===== config.mk =====
export PLATFORM = sky130hd
export DESIGN_NAME = sliding_window_max_flat
export DESIGN_NICKNAME = d
export VERILOG_FILES = /design/src/hdl/swm_pkg.sv /design/src/hdl/swm_if.sv /design/src/hdl/swm_cell.sv /design/src/hdl/sliding_window_max.sv /design/src/flat_wrapper.sv
export SDC_FILE = /design/constraint.sdc
export NUM_CORES = 1
export LEC_CHECK = 0
export ABC_AREA = 1
export BUFFER_PORTS_ARGS = -buffer_cell sky130_fd_sc_hd__buf_4
export CORE_AREA = 2 2 271 273
export DETAILED_ROUTE_END_ITERATION = 8
export DIE_AREA = 0 0 273 275
export GPL_TIMING_DRIVEN = 0
export PLACE_DENSITY = 0.61
export SYNTH_ARGS = -nofsm -noshare
export SYNTH_HDL_FRONTEND = slang
export SYNTH_SLANG_ARGS = --single-unit
export TNS_END_PERCENT = 50

===== constraint.sdc =====
create_clock -name clock -period 15.2 [get_ports clock]
set_clock_uncertainty 0.15 [all_clocks]
set_input_delay 1.52 -clock clock [delete_from_list [all_inputs] [get_ports clock]]
set_output_delay 1.52 -clock clock [all_outputs]
set_load 0.03 [all_outputs]

===== src/hdl/swm_pkg.sv =====
// Shared constants, types and the cell control bundle for the sliding window maximum.
// No dependencies; every other file of the block imports this package.
package swm_pkg;

   localparam int MAX_WINDOW       = 16;
   localparam int SAMPLE_WIDTH     = 16;
   localparam int WINDOW_REG_WIDTH = 5;
   localparam int COUNT_WIDTH      = $clog2(MAX_WINDOW + 1);
   localparam int CMP_WIDTH        =
      (COUNT_WIDTH > WINDOW_REG_WIDTH) ? COUNT_WIDTH : WINDOW_REG_WIDTH;

   typedef logic signed [SAMPLE_WIDTH-1:0]     sample_type;
   typedef logic        [WINDOW_REG_WIDTH-1:0] window_type;
   typedef logic        [COUNT_WIDTH-1:0]      count_type;
   typedef logic        [CMP_WIDTH-1:0]        cmp_type;

   typedef struct packed {
      logic load;
      logic advance;
   } swm_cell_ctl_type;

endpackage


===== src/hdl/swm_if.sv =====
// Valid/ready channel interfaces for samples, results and the window size register.
// Depends on swm_pkg for the payload types.
interface swm_req_if
   import swm_pkg::*;
   ();
   logic       valid;
   logic       ready;
   sample_type sample;
   logic       first;

   modport source (output valid, output sample, output first, input ready);
   modport sink   (input valid, input sample, input first, output ready);
endinterface

interface swm_rsp_if
   import swm_pkg::*;
   ();
   logic       valid;
   logic       ready;
   sample_type window_max;

   modport source (output valid, output window_max, input ready);
   modport sink   (input valid, input window_max, output ready);
endinterface

interface swm_csr_if
   import swm_pkg::*;
   ();
   logic       valid;
   logic       ready;
   window_type window_size;

   modport source (output valid, output window_size, input ready);
   modport sink   (input valid, input window_size, output ready);
endinterface


===== src/hdl/swm_cell.sv =====
// One cell of the window chain: a stored sample, a token bit and a running maximum.
// Depends on swm_pkg for the sample type and the control bundle.
module swm_cell
   import swm_pkg::*;
(
   input  logic             clock,
   input  logic             reset,
   input  swm_cell_ctl_type ctl,
   input  logic             in_window,
   input  sample_type       sample_in,
   input  logic             token_in,
   input  sample_type       acc_in,
   output sample_type       sample_out,
   output logic             token_out,
   output sample_type       acc_out
);

   sample_type sample_ff;
   sample_type acc_ff;
   sample_type acc_in_sel;
   logic       token_ff;

   // The running maximum only picks up this cell's sample when it lies inside the window.
   always_comb begin
      acc_in_sel = acc_in;
      if (in_window && (sample_ff > acc_in)) begin
         acc_in_sel = sample_ff;
      end
   end

   always_ff @(posedge clock) begin
      if (ctl.load) begin
         sample_ff <= sample_in;
         acc_ff    <= sample_in;
      end else if (ctl.advance && token_in) begin
         acc_ff <= acc_in_sel;
      end
   end

   always_ff @(posedge clock) begin
      if (reset) begin
         token_ff <= 1'b0;
      end else if (ctl.load || ctl.advance) begin
         token_ff <= token_in;
      end
   end

   assign sample_out = sample_ff;
   assign token_out  = token_ff;
   assign acc_out    = acc_ff;

endmodule


===== src/hdl/sliding_window_max.sv =====
// Sliding window maximum over a chain of MAX_WINDOW cells; depends on swm_pkg, swm_if, swm_cell.
// rsp.valid rises once the sample's token has walked every cell of the chain and its result is registered.
// One sample is in flight at a time: the next is taken only as the token leaves the end of the chain.
// A waiting result does not block the next sample until that sample's own result is due.
// Reset clears the fill count, the tokens and the output valid; window_size returns to 1.
module sliding_window_max
   import swm_pkg::*;
(
   input  logic   clock,
   input  logic   reset,
   swm_req_if.sink   req,
   swm_rsp_if.source rsp,
   swm_csr_if.sink   csr
);

   window_type window_ff;
   count_type  fill_ff;
   count_type  fill_in;
   count_type  fill_base;
   logic       busy_ff;
   logic       emit_ff;
   logic       emit_in;
   logic       rsp_valid_ff;
   sample_type rsp_data_ff;
   cmp_type    win_eff;
   logic       load;
   logic       advance;
   logic       complete;

   swm_cell_ctl_type ctl;

   sample_type sample_vec [MAX_WINDOW];
   sample_type acc_vec    [MAX_WINDOW];
   logic [MAX_WINDOW-1:0] token_vec;
   logic [MAX_WINDOW-1:0] include_vec;

   // Window size zero acts as one; sizes beyond the chain saturate at its length.
   always_comb begin
      win_eff = CMP_WIDTH'(window_ff);
      if (window_ff == '0) begin
         win_eff = CMP_WIDTH'(1);
      end else if (CMP_WIDTH'(window_ff) > CMP_WIDTH'(MAX_WINDOW)) begin
         win_eff = CMP_WIDTH'(MAX_WINDOW);
      end
   end

   // The chain freezes only while its finished result cannot enter the output register.
   assign advance  = !(token_vec[MAX_WINDOW-1] && rsp_valid_ff && !rsp.ready);
   assign complete = token_vec[MAX_WINDOW-1] && advance;
   assign req.ready = !busy_ff || complete;
   assign load      = req.valid && req.ready;
   assign ctl       = '{load: load, advance: advance};

   always_comb begin
      fill_base = req.first ? '0 : fill_ff;
      fill_in   = fill_base;
      if (fill_base < COUNT_WIDTH'(MAX_WINDOW)) begin
         fill_in = fill_base + COUNT_WIDTH'(1);
      end
      emit_in = (CMP_WIDTH'(fill_in) >= win_eff);
   end

   genvar k;
   generate
      for (k = 0; k < MAX_WINDOW; k++) begin : g_cell
         assign include_vec[k] = (CMP_WIDTH'(k) < win_eff);
         if (k == 0) begin : g_head
            swm_cell u_cell (
               .clock      (clock),
               .reset      (reset),
               .ctl        (ctl),
               .in_window  (include_vec[k]),
               .sample_in  (req.sample),
               .token_in   (load),
               .acc_in     (req.sample),
               .sample_out (sample_vec[k]),
               .token_out  (token_vec[k]),
               .acc_out    (acc_vec[k])
            );
         end else begin : g_body
            swm_cell u_cell (
               .clock      (clock),
               .reset      (reset),
               .ctl        (ctl),
               .in_window  (include_vec[k]),
               .sample_in  (sample_vec[k-1]),
               .token_in   (token_vec[k-1]),
               .acc_in     (acc_vec[k-1]),
               .sample_out (sample_vec[k]),
               .token_out  (token_vec[k]),
               .acc_out    (acc_vec[k])
            );
         end
      end
   endgenerate

   always_ff @(posedge clock) begin
      if (reset) begin
         window_ff    <= window_type'(1);
         fill_ff      <= '0;
         busy_ff      <= 1'b0;
         emit_ff      <= 1'b0;
         rsp_valid_ff <= 1'b0;
      end else begin
         if (csr.valid) begin
            window_ff <= csr.window_size;
         end
         if (load) begin
            fill_ff <= fill_in;
            emit_ff <= emit_in;
            busy_ff <= 1'b1;
         end else if (complete) begin
            busy_ff <= 1'b0;
         end
         if (complete && emit_ff) begin
            rsp_valid_ff <= 1'b1;
         end else if (rsp.ready) begin
            rsp_valid_ff <= 1'b0;
         end
      end
   end

   always_ff @(posedge clock) begin
      if (complete && emit_ff) begin
         rsp_data_ff <= acc_vec[MAX_WINDOW-1];
      end
   end

   assign csr.ready      = 1'b1;
   assign rsp.valid      = rsp_valid_ff;
   assign rsp.window_max = rsp_data_ff;

   // At most one sample is in flight, and the busy flag follows its token.
   a_one_token : assert property (@(posedge clock) disable iff (reset)
      $onehot0(token_vec))
      else $error("more than one token in the cell chain");

   a_busy_token : assert property (@(posedge clock) disable iff (reset)
      busy_ff == (|token_vec))
      else $error("busy flag disagrees with the token in the chain");

   a_hold_result : assert property (@(posedge clock) disable iff (reset)
      token_vec[MAX_WINDOW-1] && rsp_valid_ff && !rsp.ready |=> token_vec[MAX_WINDOW-1])
      else $error("finished transaction left the chain while the output was stalled");

   a_fill_range : assert property (@(posedge clock) disable iff (reset)
      fill_ff <= COUNT_WIDTH'(MAX_WINDOW))
      else $error("fill count exceeds the chain length");

endmodule


===== src/flat_wrapper.sv =====
// flat-port wrapper written by rule: the top's interface ports become plain ports
module sliding_window_max_flat import swm_pkg::*;
  (clock, reset, req_valid, req_sample, req_first, req_ready, rsp_valid, rsp_window_max, rsp_ready, csr_valid, csr_window_size, csr_ready);
  swm_req_if req_i ();
  swm_rsp_if rsp_i ();
  swm_csr_if csr_i ();
  input  logic clock;
  input  logic reset;
  input wire logic [$bits(req_i.valid)-1:0] req_valid;
  input wire logic [$bits(req_i.sample)-1:0] req_sample;
  input wire logic [$bits(req_i.first)-1:0] req_first;
  output wire logic [$bits(req_i.ready)-1:0] req_ready;
  output wire logic [$bits(rsp_i.valid)-1:0] rsp_valid;
  output wire logic [$bits(rsp_i.window_max)-1:0] rsp_window_max;
  input wire logic [$bits(rsp_i.ready)-1:0] rsp_ready;
  input wire logic [$bits(csr_i.valid)-1:0] csr_valid;
  input wire logic [$bits(csr_i.window_size)-1:0] csr_window_size;
  output wire logic [$bits(csr_i.ready)-1:0] csr_ready;
  assign req_i.valid = req_valid;
  assign req_i.sample = req_sample;
  assign req_i.first = req_first;
  assign req_ready = req_i.ready;
  assign rsp_valid = rsp_i.valid;
  assign rsp_window_max = rsp_i.window_max;
  assign rsp_i.ready = rsp_ready;
  assign csr_i.valid = csr_valid;
  assign csr_i.window_size = csr_window_size;
  assign csr_ready = csr_i.ready;
  sliding_window_max u_core (.clock(clock), .reset(reset), .req(req_i), .rsp(rsp_i), .csr(csr_i));
endmodule

Word level (Yosys, flattened, before mapping)
Index checks and enable logic that the tools add are counted.
{"block": "totals", "out_inout_bits": 19, "wordCells": 207, "ff_bits": 557, "latchBits": 0, "ramBits": 0, "input_bits": 27, "romBits": 0, "n_memories": 0}
{"block": "op_classes", "magnitude_cmp": 35, "div": 0, "n_addsub": 1, "shifts": 0, "mux": 56, "mul": 0, "n_reduce_logical": 61, "eq_ne": 0, "bitwise": 0}
{"op": "$mux W16", "count": 48}
{"op": "$gt A16 B16 Y1", "count": 16}
{"op": "$lt A4 B5 Y1 const A", "count": 8}
{"op": "$logic_and A1 B1 Y1", "count": 37}
{"op": "$reduce_bool A2 Y1", "count": 18}
{"op": "$lt A3 B5 Y1 const A", "count": 4}
{"op": "$mux W5", "count": 4}
{"op": "$lt A1 B5 Y1 const A", "count": 2}
{"op": "$lt A2 B5 Y1 const A", "count": 2}
{"op": "$add A5 B1 Y5 const B", "count": 1}
{"op": "$ge A5 B5 Y1", "count": 1}
{"op": "$gt A5 B5 Y1 const B", "count": 1}
{"op": "$logic_not A5 Y1", "count": 1}
{"op": "$lt A5 B5 Y1 const B", "count": 1}
{"op": "$mux W1", "count": 4}
{"op": "$logic_not A1 Y1", "count": 3}
{"op": "$logic_or A1 B1 Y1", "count": 2}

Logic depth before layout (Yosys ltp)
Gate-level depths: netlist of the first run.
{"block": "depth", "depth_word": 9, "depth_mapped": 18, "ltp_nobuf": 17}

Cells and area by module
From an unflattened synthesis of the first run, not the netlist that was laid out.
{"block": "unflattened", "hier_cells": 3792, "area_unflattened_um2": 33447.1}
{"module": "swm_cell (u_core.g_cell[0].g_head.u_cell ...)", "cells_per_inst": 227, "area_each_um2": 2001.9, "instances": 15, "seq_area_each_um2": 980.9}
{"module": "swm_cell (u_core.g_cell[15].g_body.u_cell)", "cells_per_inst": 227, "area_each_um2": 2009.4, "instances": 1, "seq_area_each_um2": 980.9}
{"module": "sliding_window_max", "cells_per_inst": 160, "area_each_um2": 1408.9, "instances": 1, "seq_area_each_um2": 740.7}

Worst setup path after synthesis of the first run
Ideal clock, no wire load.
{"block": "synth_path", "path_kind": "input-to-reg", "start": "input rsp_ready", "end": "register u_core.g_cell[0].g_head.u_cell.sample_ff[0], enable pin", "setup_ns": 0.721, "cell_stages": 5, "path_slack_ns": 4.769, "arrival_ns": 9.560, "path_cell_list": "nor2_2 -> o21ai_1 -> nand2_1 -> inv_2 -> clkbuf_1"}
{"block": "synth_between", "elab_chain_len": 6}
{"element": "from (decl)", "line_no": "flat_wrapper.sv:15", "source": "input wire logic [$bits(rsp_i.ready)-1:0] rsp_ready;"}
{"element": "$logic_not A1 Y1", "line_no": "sliding_window_max.sv:48", "source": "assign advance = !(token_vec[MAX_WINDOW-1] && rsp_valid_ff && !rsp.ready);"}
{"element": "$logic_and A1 B1 Y1", "line_no": "sliding_window_max.sv:48"}
{"element": "$logic_not A1 Y1", "line_no": "sliding_window_max.sv:48"}
{"element": "$logic_and A1 B1 Y1", "line_no": "sliding_window_max.sv:49", "source": "assign complete = token_vec[MAX_WINDOW-1] && advance;"}
{"element": "$logic_or A1 B1 Y1", "line_no": "sliding_window_max.sv:50", "source": "assign req.ready = !busy_ff || complete;"}
{"element": "via req_ready", "line_no": "flat_wrapper.sv:12", "source": "output wire logic [$bits(req_i.ready)-1:0] req_ready;"}
{"element": "$logic_and A1 B1 Y1", "line_no": "sliding_window_max.sv:51", "source": "assign load = req.valid && req.ready;"}
{"element": "via u_core.g_cell[0].g_head.u_cell.token_in", "line_no": "swm_cell.sv:11", "source": "input logic token_in,"}
{"element": "to (signal assigned)", "line_no": "swm_cell.sv:33", "source": "sample_ff <= sample_in;"}
{"element": "to (decl)", "line_no": "swm_cell.sv:18", "source": "sample_type sample_ff;"}
The timed path passes the listed nets, and every way through them passes these cells.
A chain may end at the register's enable or synchronous reset.

Final worst setup path of the first run
{"block": "layout_path", "start": "input rsp_ready", "end": "register u_core.g_cell[6].g_body.u_cell.sample_ff[4], enable pin"}
{"block": "layout_between", "elab_chain_len": 6}
{"element": "$logic_not A1 Y1", "line_no": "sliding_window_max.sv:48"}
{"element": "$logic_and A1 B1 Y1", "line_no": "sliding_window_max.sv:48"}
{"element": "$logic_not A1 Y1", "line_no": "sliding_window_max.sv:48"}
{"element": "$logic_and A1 B1 Y1", "line_no": "sliding_window_max.sv:49"}
{"element": "$logic_or A1 B1 Y1", "line_no": "sliding_window_max.sv:50"}
{"element": "$logic_and A1 B1 Y1", "line_no": "sliding_window_max.sv:51"}
{"element": "via u_core.g_cell[0].g_head.u_cell.token_in", "line_no": "swm_cell.sv:11"}
{"element": "to (signal assigned)", "line_no": "swm_cell.sv:33"}
{"element": "to (decl)", "line_no": "swm_cell.sv:18"}
The timed path passes the listed nets, and every way through them passes these cells.

==> results of run 1 <==
-- cells in the mapped netlist (3+ instances only) --
cell type	number	area share
nor2_2	7	0.0014
a21boi_0	13	0.0031
inv_2	4	0.00048
a21oi_1	125	0.020
dfxtp_1	29	0.018
nor2_1	82	0.0098
buf_2	33	0.0053
nand3_1	503	0.080
ha_1	262	0.10
o21a_1	3	0.00072
nand3_2	6	0.0019
o21ai_0	90	0.014
edfxtp_1	528	0.50
clkbuf_1	62	0.0074
nand2_1	1035	0.12
nand4_1	83	0.017
nor3_1	5	0.00080
a21o_1	3	0.00072
inv_1	646	0.077
buf_1	19	0.0023
-- registers in the layout (all words and copies together), names as in the netlist --
register                                cells
u_core.g_cell.g_head.u_cell.token_out       1
u_core.g_cell.g_body.u_cell.acc_out       240
u_core.g_cell.g_head.u_cell.sample_out     16
u_core.rsp.valid                            1
u_core.busy_ff                              1
u_core.g_cell.g_head.u_cell.acc_out        16
u_core.emit_ff                              1
u_core.rsp.window_max                      16
u_core.g_cell.g_body.u_cell.token_out      15
u_core.window_ff                            5
u_core.g_cell.g_body.u_cell.sample_out    240
u_core.fill_ff                              5
-- cells by family (layout without fill, tap and decap cells) --
group / count (synthesis) / count (layout) / synth area share
xor+xnor: 1 / 1 / 0.0002788
buf+inv: 765 / 941 / 0.09281
compound gates: 249 / 249 / 0.04368
simple gates: 1725 / 1725 / 0.2358
other cells: 1 / 1 / 0.0001193
fa+ha+maj: 262 / 262 / 0.1043
flops: 557 / 557 / 0.5230
-- worst max-delay path: stages --
cell and delay [ps]:
buf_4 80, nor2_2 80, o21ai_1 490, nand2_1 260, inv_2 250, clkbuf_4 360
buf_16 310, buf_16 280, buf_16 300, buf_16 300
-- per-stage QoR --
stage                     cells  total power, mW  TNS, ps
final                      4695            4.410        0
after detailed placement   4578            2.887        0
after global placement     4563            2.887   -37570
after global routing       4695            4.669        0
after floorplan            3560            2.624        0
after CTS                  4695            4.445        0
-- how the worst max path moves through the flow --
stage,start,end
final,rsp_ready,u_core.g_cell[6].g_body.u_cell.sample_out[4]$_DFFE_PP_
after global routing,rsp_ready,u_core.g_cell[5].g_body.u_cell.sample_out[13]$_DFFE_PP_
after CTS,rsp_ready,u_core.g_cell[6].g_body.u_cell.sample_out[4]$_DFFE_PP_
after detailed placement,rsp_ready,u_core.g_cell[6].g_body.u_cell.sample_out[10]$_DFFE_PP_
after global placement,rsp_ready,u_core.g_cell[1].g_body.u_cell.acc_out[9]$_DFFE_PP_
after floorplan,rsp_ready,u_core.g_cell[0].g_head.u_cell.sample_out[0]$_DFFE_PP_
-- final cells by class --
cell class | count | share of cell area
flip-flops and latches | 557 | 0.4654
plain buffers | 115 | 0.01361
clock inverters | 32 | 0.008326
repair buffers | 59 | 0.01570
clock buffers | 85 | 0.05116
inverters | 650 | 0.06909
multi-input cells | 2238 | 0.3427
well taps | 959 | 0.03398
-- power groups by stage --
| stage | Clock (mW) | Combinational [mW] | Sequential, mW |
|---|---|---|---|
| 2_1_floorplan | 0 | 0.647 | 1.98 |
| 3_3_place_gp | 0 | 0.860 | 2.03 |
| 3_5_place_dp | 0 | 0.887 | 2.00 |
| 4_1_cts | 1.58 | 0.892 | 1.97 |
| 5_1_grt | 1.65 | 1.04 | 1.98 |
| 6_report | 1.55 | 0.889 | 1.97 |
-- per-layer routing --
| layer | up-vias | wire length, um | track usage |
|---|---|---|---|
| met5 | - | 12 | 0 |
| li1 | 12020 | - | - |
| met3 | 121 | 4084 | 0.03325 |
| met2 | 523 | 35090 | 0.3344 |
| met1 | 11020 | 36590 | 0.2958 |
| met4 | 2 | 1863 | 0.05781 |
==> flow_summary.json, run 1 <==
{
  "powerDensity_nw_per_um2": 124.9,
  "gp_congestion": 0.8969,
  "fin_area_um2": 35310,
  "clockBufferDepth": 3,
  "cts_hold_buf": 0,
  "critPathCaptureType": "flip-flop",
  "ctsHtreeMaxLevel": 3,
  "p_seq_frac": 0.446,
  "hp-start": "u_core.g_cell[15].g_body.u_cell.acc_out[6]$_DFFE_PP_",
  "fin_util": 0.4882,
  "finalWirelength_mm": 77.64,
  "hold_class": "reg -> reg",
  "p_int_mw": 3.095,
  "hold_violations": 0,
  "first_pass_iters": 5,
  "routedWlPerCell_um": 16.54,
  "synthArstFlopShare": 0,
  "avgSynthCellArea_um2": 8.827,
  "cts_tree": "yes",
  "grt_pass1_vias": 22470,
  "cp.required_ps": 15310,
  "maxCapViolations": 0,
  "switchingPower_mw": 1.315,
  "ys.flop_type": "edfxtp_1",
  "placed_area_um2": 33210,
  "hold_ws_ps": 267.2,
  "nets": 3976,
  "synth-seq-area-share": 0.5230,
  "viasPerCell": 5.045,
  "antennaDiodeCount": 0,
  "postCtsSetupRepairBufs": 0,
  "die_w_um": 273,
  "syn_nets": 3849,
  "maxSlewHeadroom": 0.3622,
  "critPathArrivalTime_ps": 4340,
  "first_iter_violations": 2094,
  "reg2reg_to": "u_core.g_cell[6].g_body.u_cell.sample_out[4]$_DFFE_PP_",
  "io_pins": 46,
  "syn-instance-count": 3560,
  "clkPwrFrac": 0.352,
  "ant_nets": 0,
  "synth.distinct_cells": 35,
  "synth_area_um2": 31420,
  "fmax_mhz": 236.5,
  "reg2reg_slack_ps": 11590,
  "ff2ff_path_depth": 10,
  "cts.clk_slew.worst_paths_ps": 60,
  "cp-start-kind": "primary input",
  "ys_warn_count": 0,
  "slew_violations": 0,
  "overflow": 0,
  "rsz0062_at_grt": "no",
  "power_leakage_nw": 16.88,
  "worst-setup-path-type": "in -> reg",
  "core_area_um2": 72340,
  "status": "finished clean",
  "grt_max_degree": 58,
  "cts_buffers": 66,
  "vdd_drop_max_uv": 78.66,
  "antenna_found_initial": 7,
  "cts_sinks": 557,
  "multi_input_area_um2": 12100,
  "initial_core_util": 0.4344,
  "cts-root-buf": "clkbuf_16",
  "drive_above_1_share": 0.06022,
  "seq_area_um2": 16440,
  "vias": 23680,
  "dieHeight_um": 275,
  "drc_errors": 0,
  "track_usage": 0.2094,
  "worst_pin_slew_ps": 956.7,
  "post-dp-hpwl_mm": 58.99,
  "crit-reg2reg-launch": "u_core.rsp.valid$_SDFFE_PP0P_",
  "layout_common_cells": "nand2_1 (1035), inv_1 (646), edfxtp_1 (528)",
  "grt_pass1_wl_mm": 123.9,
  "synth-seq-cells": 557,
  "finalSetupViolCount": 0,
  "fp-row-count": 99,
  "finalCritPeriodShare": 0.2781,
  "post-route-worst-setup-slack_ps": 10970,
  "finalCriticalPeriod_ps": 4227,
  "clk_latency_ps": 610,
  "area_growth_pct": 12.38,
  "die-area_um2": 75080,
  "ctsResizeCount": 0,
  "port_buffers": 44,
  "final_common_cell": "nand2_1",
  "worstHoldEndpoint": "u_core.rsp.window_max[6]$_DFFE_PP_",
  "combPwrFrac": 0.202,
  "preCtsSetupSlack_ps": 10330,
  "hold_depth": 0,
  "path_max_fanout": 55,
  "swShare": 0.2982,
  "fillers": 6877,
  "synth-edff-count": 528
}
(Power assumes the default switching activity.)
==> inputs of run 2 (changes only) <==
--- a/config.mk
+++ b/config.mk
@@ -11,7 +11,7 @@
 export DETAILED_ROUTE_END_ITERATION = 8
 export DIE_AREA = 0 0 273 275
 export GPL_TIMING_DRIVEN = 0
-export PLACE_DENSITY = 0.61
+export PLACE_DENSITY = 0.63
 export SYNTH_ARGS = -nofsm -noshare
 export SYNTH_HDL_FRONTEND = slang
 export SYNTH_SLANG_ARGS = --single-unit
==> constraint.sdc (replaced) <==
create_clock -name clock -period 3.6 [get_ports clock]
set_clock_uncertainty 0.15 [all_clocks]
set_input_delay 0.36 -clock clock [delete_from_list [all_inputs] [get_ports clock]]
set_output_delay 0.36 -clock clock [all_outputs]
set_load 0.03 [all_outputs]
==> run 2 against run 1 <==
Against the previous run: worst hold slack worse by 210 ps; register-to-register slack worse by 12000 ps; clock power rose to 4.4 times the previous value; highest routed layer unchanged; clock-buffer cell count up 2; total power rose to 4.3 times the previous value.
==> flow_summary.json, run 2 (synthesis results as in run 1) <==
{
  "hp-start": "rsp_ready",
  "clockBufferDepth": 3,
  "post-dp-hpwl_mm": 58.23,
  "grt_use_met2": 0.3364,
  "hold_class": "in -> reg",
  "cts_tree": "yes",
  "dieHeight_um": 275,
  "rsz0062_at_grt": "no",
  "multi_input_area_um2": 12100,
  "routedWlPerCell_um": 16.66,
  "fp-row-count": 99,
  "cts-root-buf": "clkbuf_16",
  "met1_usage": 0.2907,
  "grt_pass1_wl_mm": 124.1,
  "grt_max_degree": 142,
  "crit-reg2reg-launch": "u_core.rsp.valid$_SDFFE_PP0P_",
  "hold_depth": 6,
  "status": "finished clean",
  "antenna_found_initial": 4,
  "vdd_drop_max_uv": 273.6,
  "first_pass_iters": 6,
  "final_common_cell": "nand2_1",
  "worst_pin_slew_ps": 961.5,
  "first_iter_violations": 2146,
  "cts_sinks": 557,
  "maxSlewHeadroom": 0.3590,
  "ctsHtreeMaxLevel": 3,
  "powerDensity_nw_per_um2": 531.1,
  "finalWirelength_mm": 78.60,
  "grt_pass1_vias": 22710,
  "tns_ps": 0,
  "core_area_um2": 72340,
  "port_buffers": 44,
  "p_int_mw": 13.23,
  "top_usage_layer": "met2",
  "die_w_um": 273,
  "clkPwrFrac": 0.359,
  "track_usage": 0.2093,
  "ant_nets": 0,
  "viasPerCell": 5.126,
  "critPathCaptureType": "flip-flop",
  "maxCapViolations": 0,
  "drc_errors": 0,
  "antennaDiodeCount": 0,
  "worstHoldEndpoint": "u_core.g_cell[0].g_head.u_cell.token_out$_SDFFE_PP0P_",
  "worst-setup-path-type": "reg -> reg",
  "ff2ff_path_depth": 8,
  "nets": 3996,
  "postCtsSetupRepairBufs": 0,
  "reg2reg_to": "u_core.g_cell[4].g_body.u_cell.acc_out[7]$_DFFE_PP_",
  "die-area_um2": 75080,
  "finalCritPeriodShare": 0.9861,
  "initial_core_util": 0.4344,
  "critPathArrivalTime_ps": 3740,
  "fillers": 6813,
  "hold_violations": 0,
  "p_seq_frac": 0.440,
  "switchingPower_mw": 5.659,
  "drive_above_1_share": 0.06120,
  "combPwrFrac": 0.201,
  "cp-start-kind": "flip-flop",
  "finalCriticalPeriod_ps": 3550,
  "cts.clk_slew.worst_paths_ps": 60,
  "clk_latency_ps": 610,
  "fmax_mhz": 281.7,
  "slew_violations": 0,
  "power_leakage_nw": 16.99,
  "layout_common_cells": "nand2_1 (1035), inv_1 (646), edfxtp_1 (528)",
  "vias": 24180,
  "path_max_fanout": 11,
  "cts_buffers": 66,
  "reg2reg_slack_ps": 50,
  "gp_congestion": 0.9003,
  "cp.required_ps": 3790,
  "use_met3": 0.03718,
  "fin_util": 0.4915,
  "swShare": 0.2997,
  "io_pins": 46,
  "seq_area_um2": 16440,
  "total_power_mw": 18.88,
  "area_growth_pct": 13.16,
  "finalSetupViolCount": 0,
  "overflow": 0
}
run 2: cell types whose count changed in the layout (fill, tap and decap cells not counted):
cell / before / now
inv_8: 1 / 0
dlygate4sd3_1: 0 / 23
clkbuf_2: 0 / 2
clkinvlp_4: 3 / 2
buf_16: 5 / 1
clkbuf_4: 1 / 0
bufinv_16: 5 / 6
clkinv_1: 10 / 8
clkinv_8: 0 / 3
clkbuf_8: 2 / 7
buf_8: 1 / 2
buf_1: 19 / 18
clkbuf_1: 75 / 72
run 2: layout make-up:
| cell class | count | area share |
|---|---|---|
| Clock inverter | 32 | 0.009747 |
| Multi-Input combinational cell | 2238 | 0.3404 |
| Tap cell | 959 | 0.03374 |
| Sequential cell | 557 | 0.4622 |
| Clock buffer | 87 | 0.05183 |
| Timing Repair Buffer | 79 | 0.01939 |
| Inverter | 650 | 0.06862 |
| Buffer | 115 | 0.01408 |
run 2: power by group through the flow:
stage	sequential (mW)	combinational, mW	clock, mW
2_1_floorplan	8.29	2.73	0
3_3_place_gp	8.46	3.62	0
3_5_place_dp	8.45	3.73	0
4_1_cts	8.32	3.78	6.88
5_1_grt	8.38	4.37	7.13
6_report	8.32	3.79	6.77
run 2: metal layers:
| layer | part of all wire | wire length [um] |
|---|---|---|
| met5 | 0.00014 | 11 |
| met4 | 0.025 | 1943 |
| met3 | 0.064 | 4999 |
| met2 | 0.46 | 35770 |
| met1 | 0.46 | 35870 |
run 2: worst max-delay path by stage:
stage | from | to | slack, ps | depth (start not counted)
after floorplan | u_core.rsp.valid$_SDFFE_PP0P_ | u_core.g_cell[0].g_head.u_cell.sample_out[0]$_DFFE_PP_ | 460 | 6
after global placement | rsp_ready | u_core.g_cell[15].g_body.u_cell.acc_out[1]$_DFFE_PP_ | -630 | 7
after detailed placement | rsp_ready | u_core.g_cell[12].g_body.u_cell.acc_out[6]$_DFFE_PP_ | 2 | 8
after CTS | u_core.rsp.valid$_SDFFE_PP0P_ | u_core.g_cell[8].g_body.u_cell.acc_out[12]$_DFFE_PP_ | 120 | 8
after global routing | u_core.rsp.valid$_SDFFE_PP0P_ | u_core.g_cell[4].g_body.u_cell.acc_out[9]$_DFFE_PP_ | 30 | 8
final | u_core.rsp.valid$_SDFFE_PP0P_ | u_core.g_cell[4].g_body.u_cell.acc_out[7]$_DFFE_PP_ | 50 | 8
run 2: per-stage QoR:
| stage | instance area [um2] | worst slack [ps] | instances | hold WS (ps) |
|---|---|---|---|---|
| after global placement | 32960 | -631.6 | 4563 | 251.7 |
| after global routing | 35560 | 34.91 | 4717 | 101.0 |
| final | 35560 | 50.10 | 4717 | 61.94 |
| after CTS | 35560 | 117.8 | 4717 | 22.77 |
| after detailed placement | 33140 | 2.091 | 4575 | 254.5 |
| after floorplan | 31430 | 456.5 | 3560 | 250.3 |
run 2: repair_timing:
action / in CTS / in global routing
hold buffers: 23 / 0
endpoints found under the setup margin: 0 / 42
hold endpoints to repair: 40 / 0
gates resized for setup: 0 / 4
run 2: worst max-delay path: stages, from the launching register on:
cell and delay, ps:
dfxtp_1 320, inv_1 50, nor2_2 310, o21ai_1 340, nand2_1 250, clkbuf_1 570
clkbuf_1 550, o21ai_1 410, buf_4 310
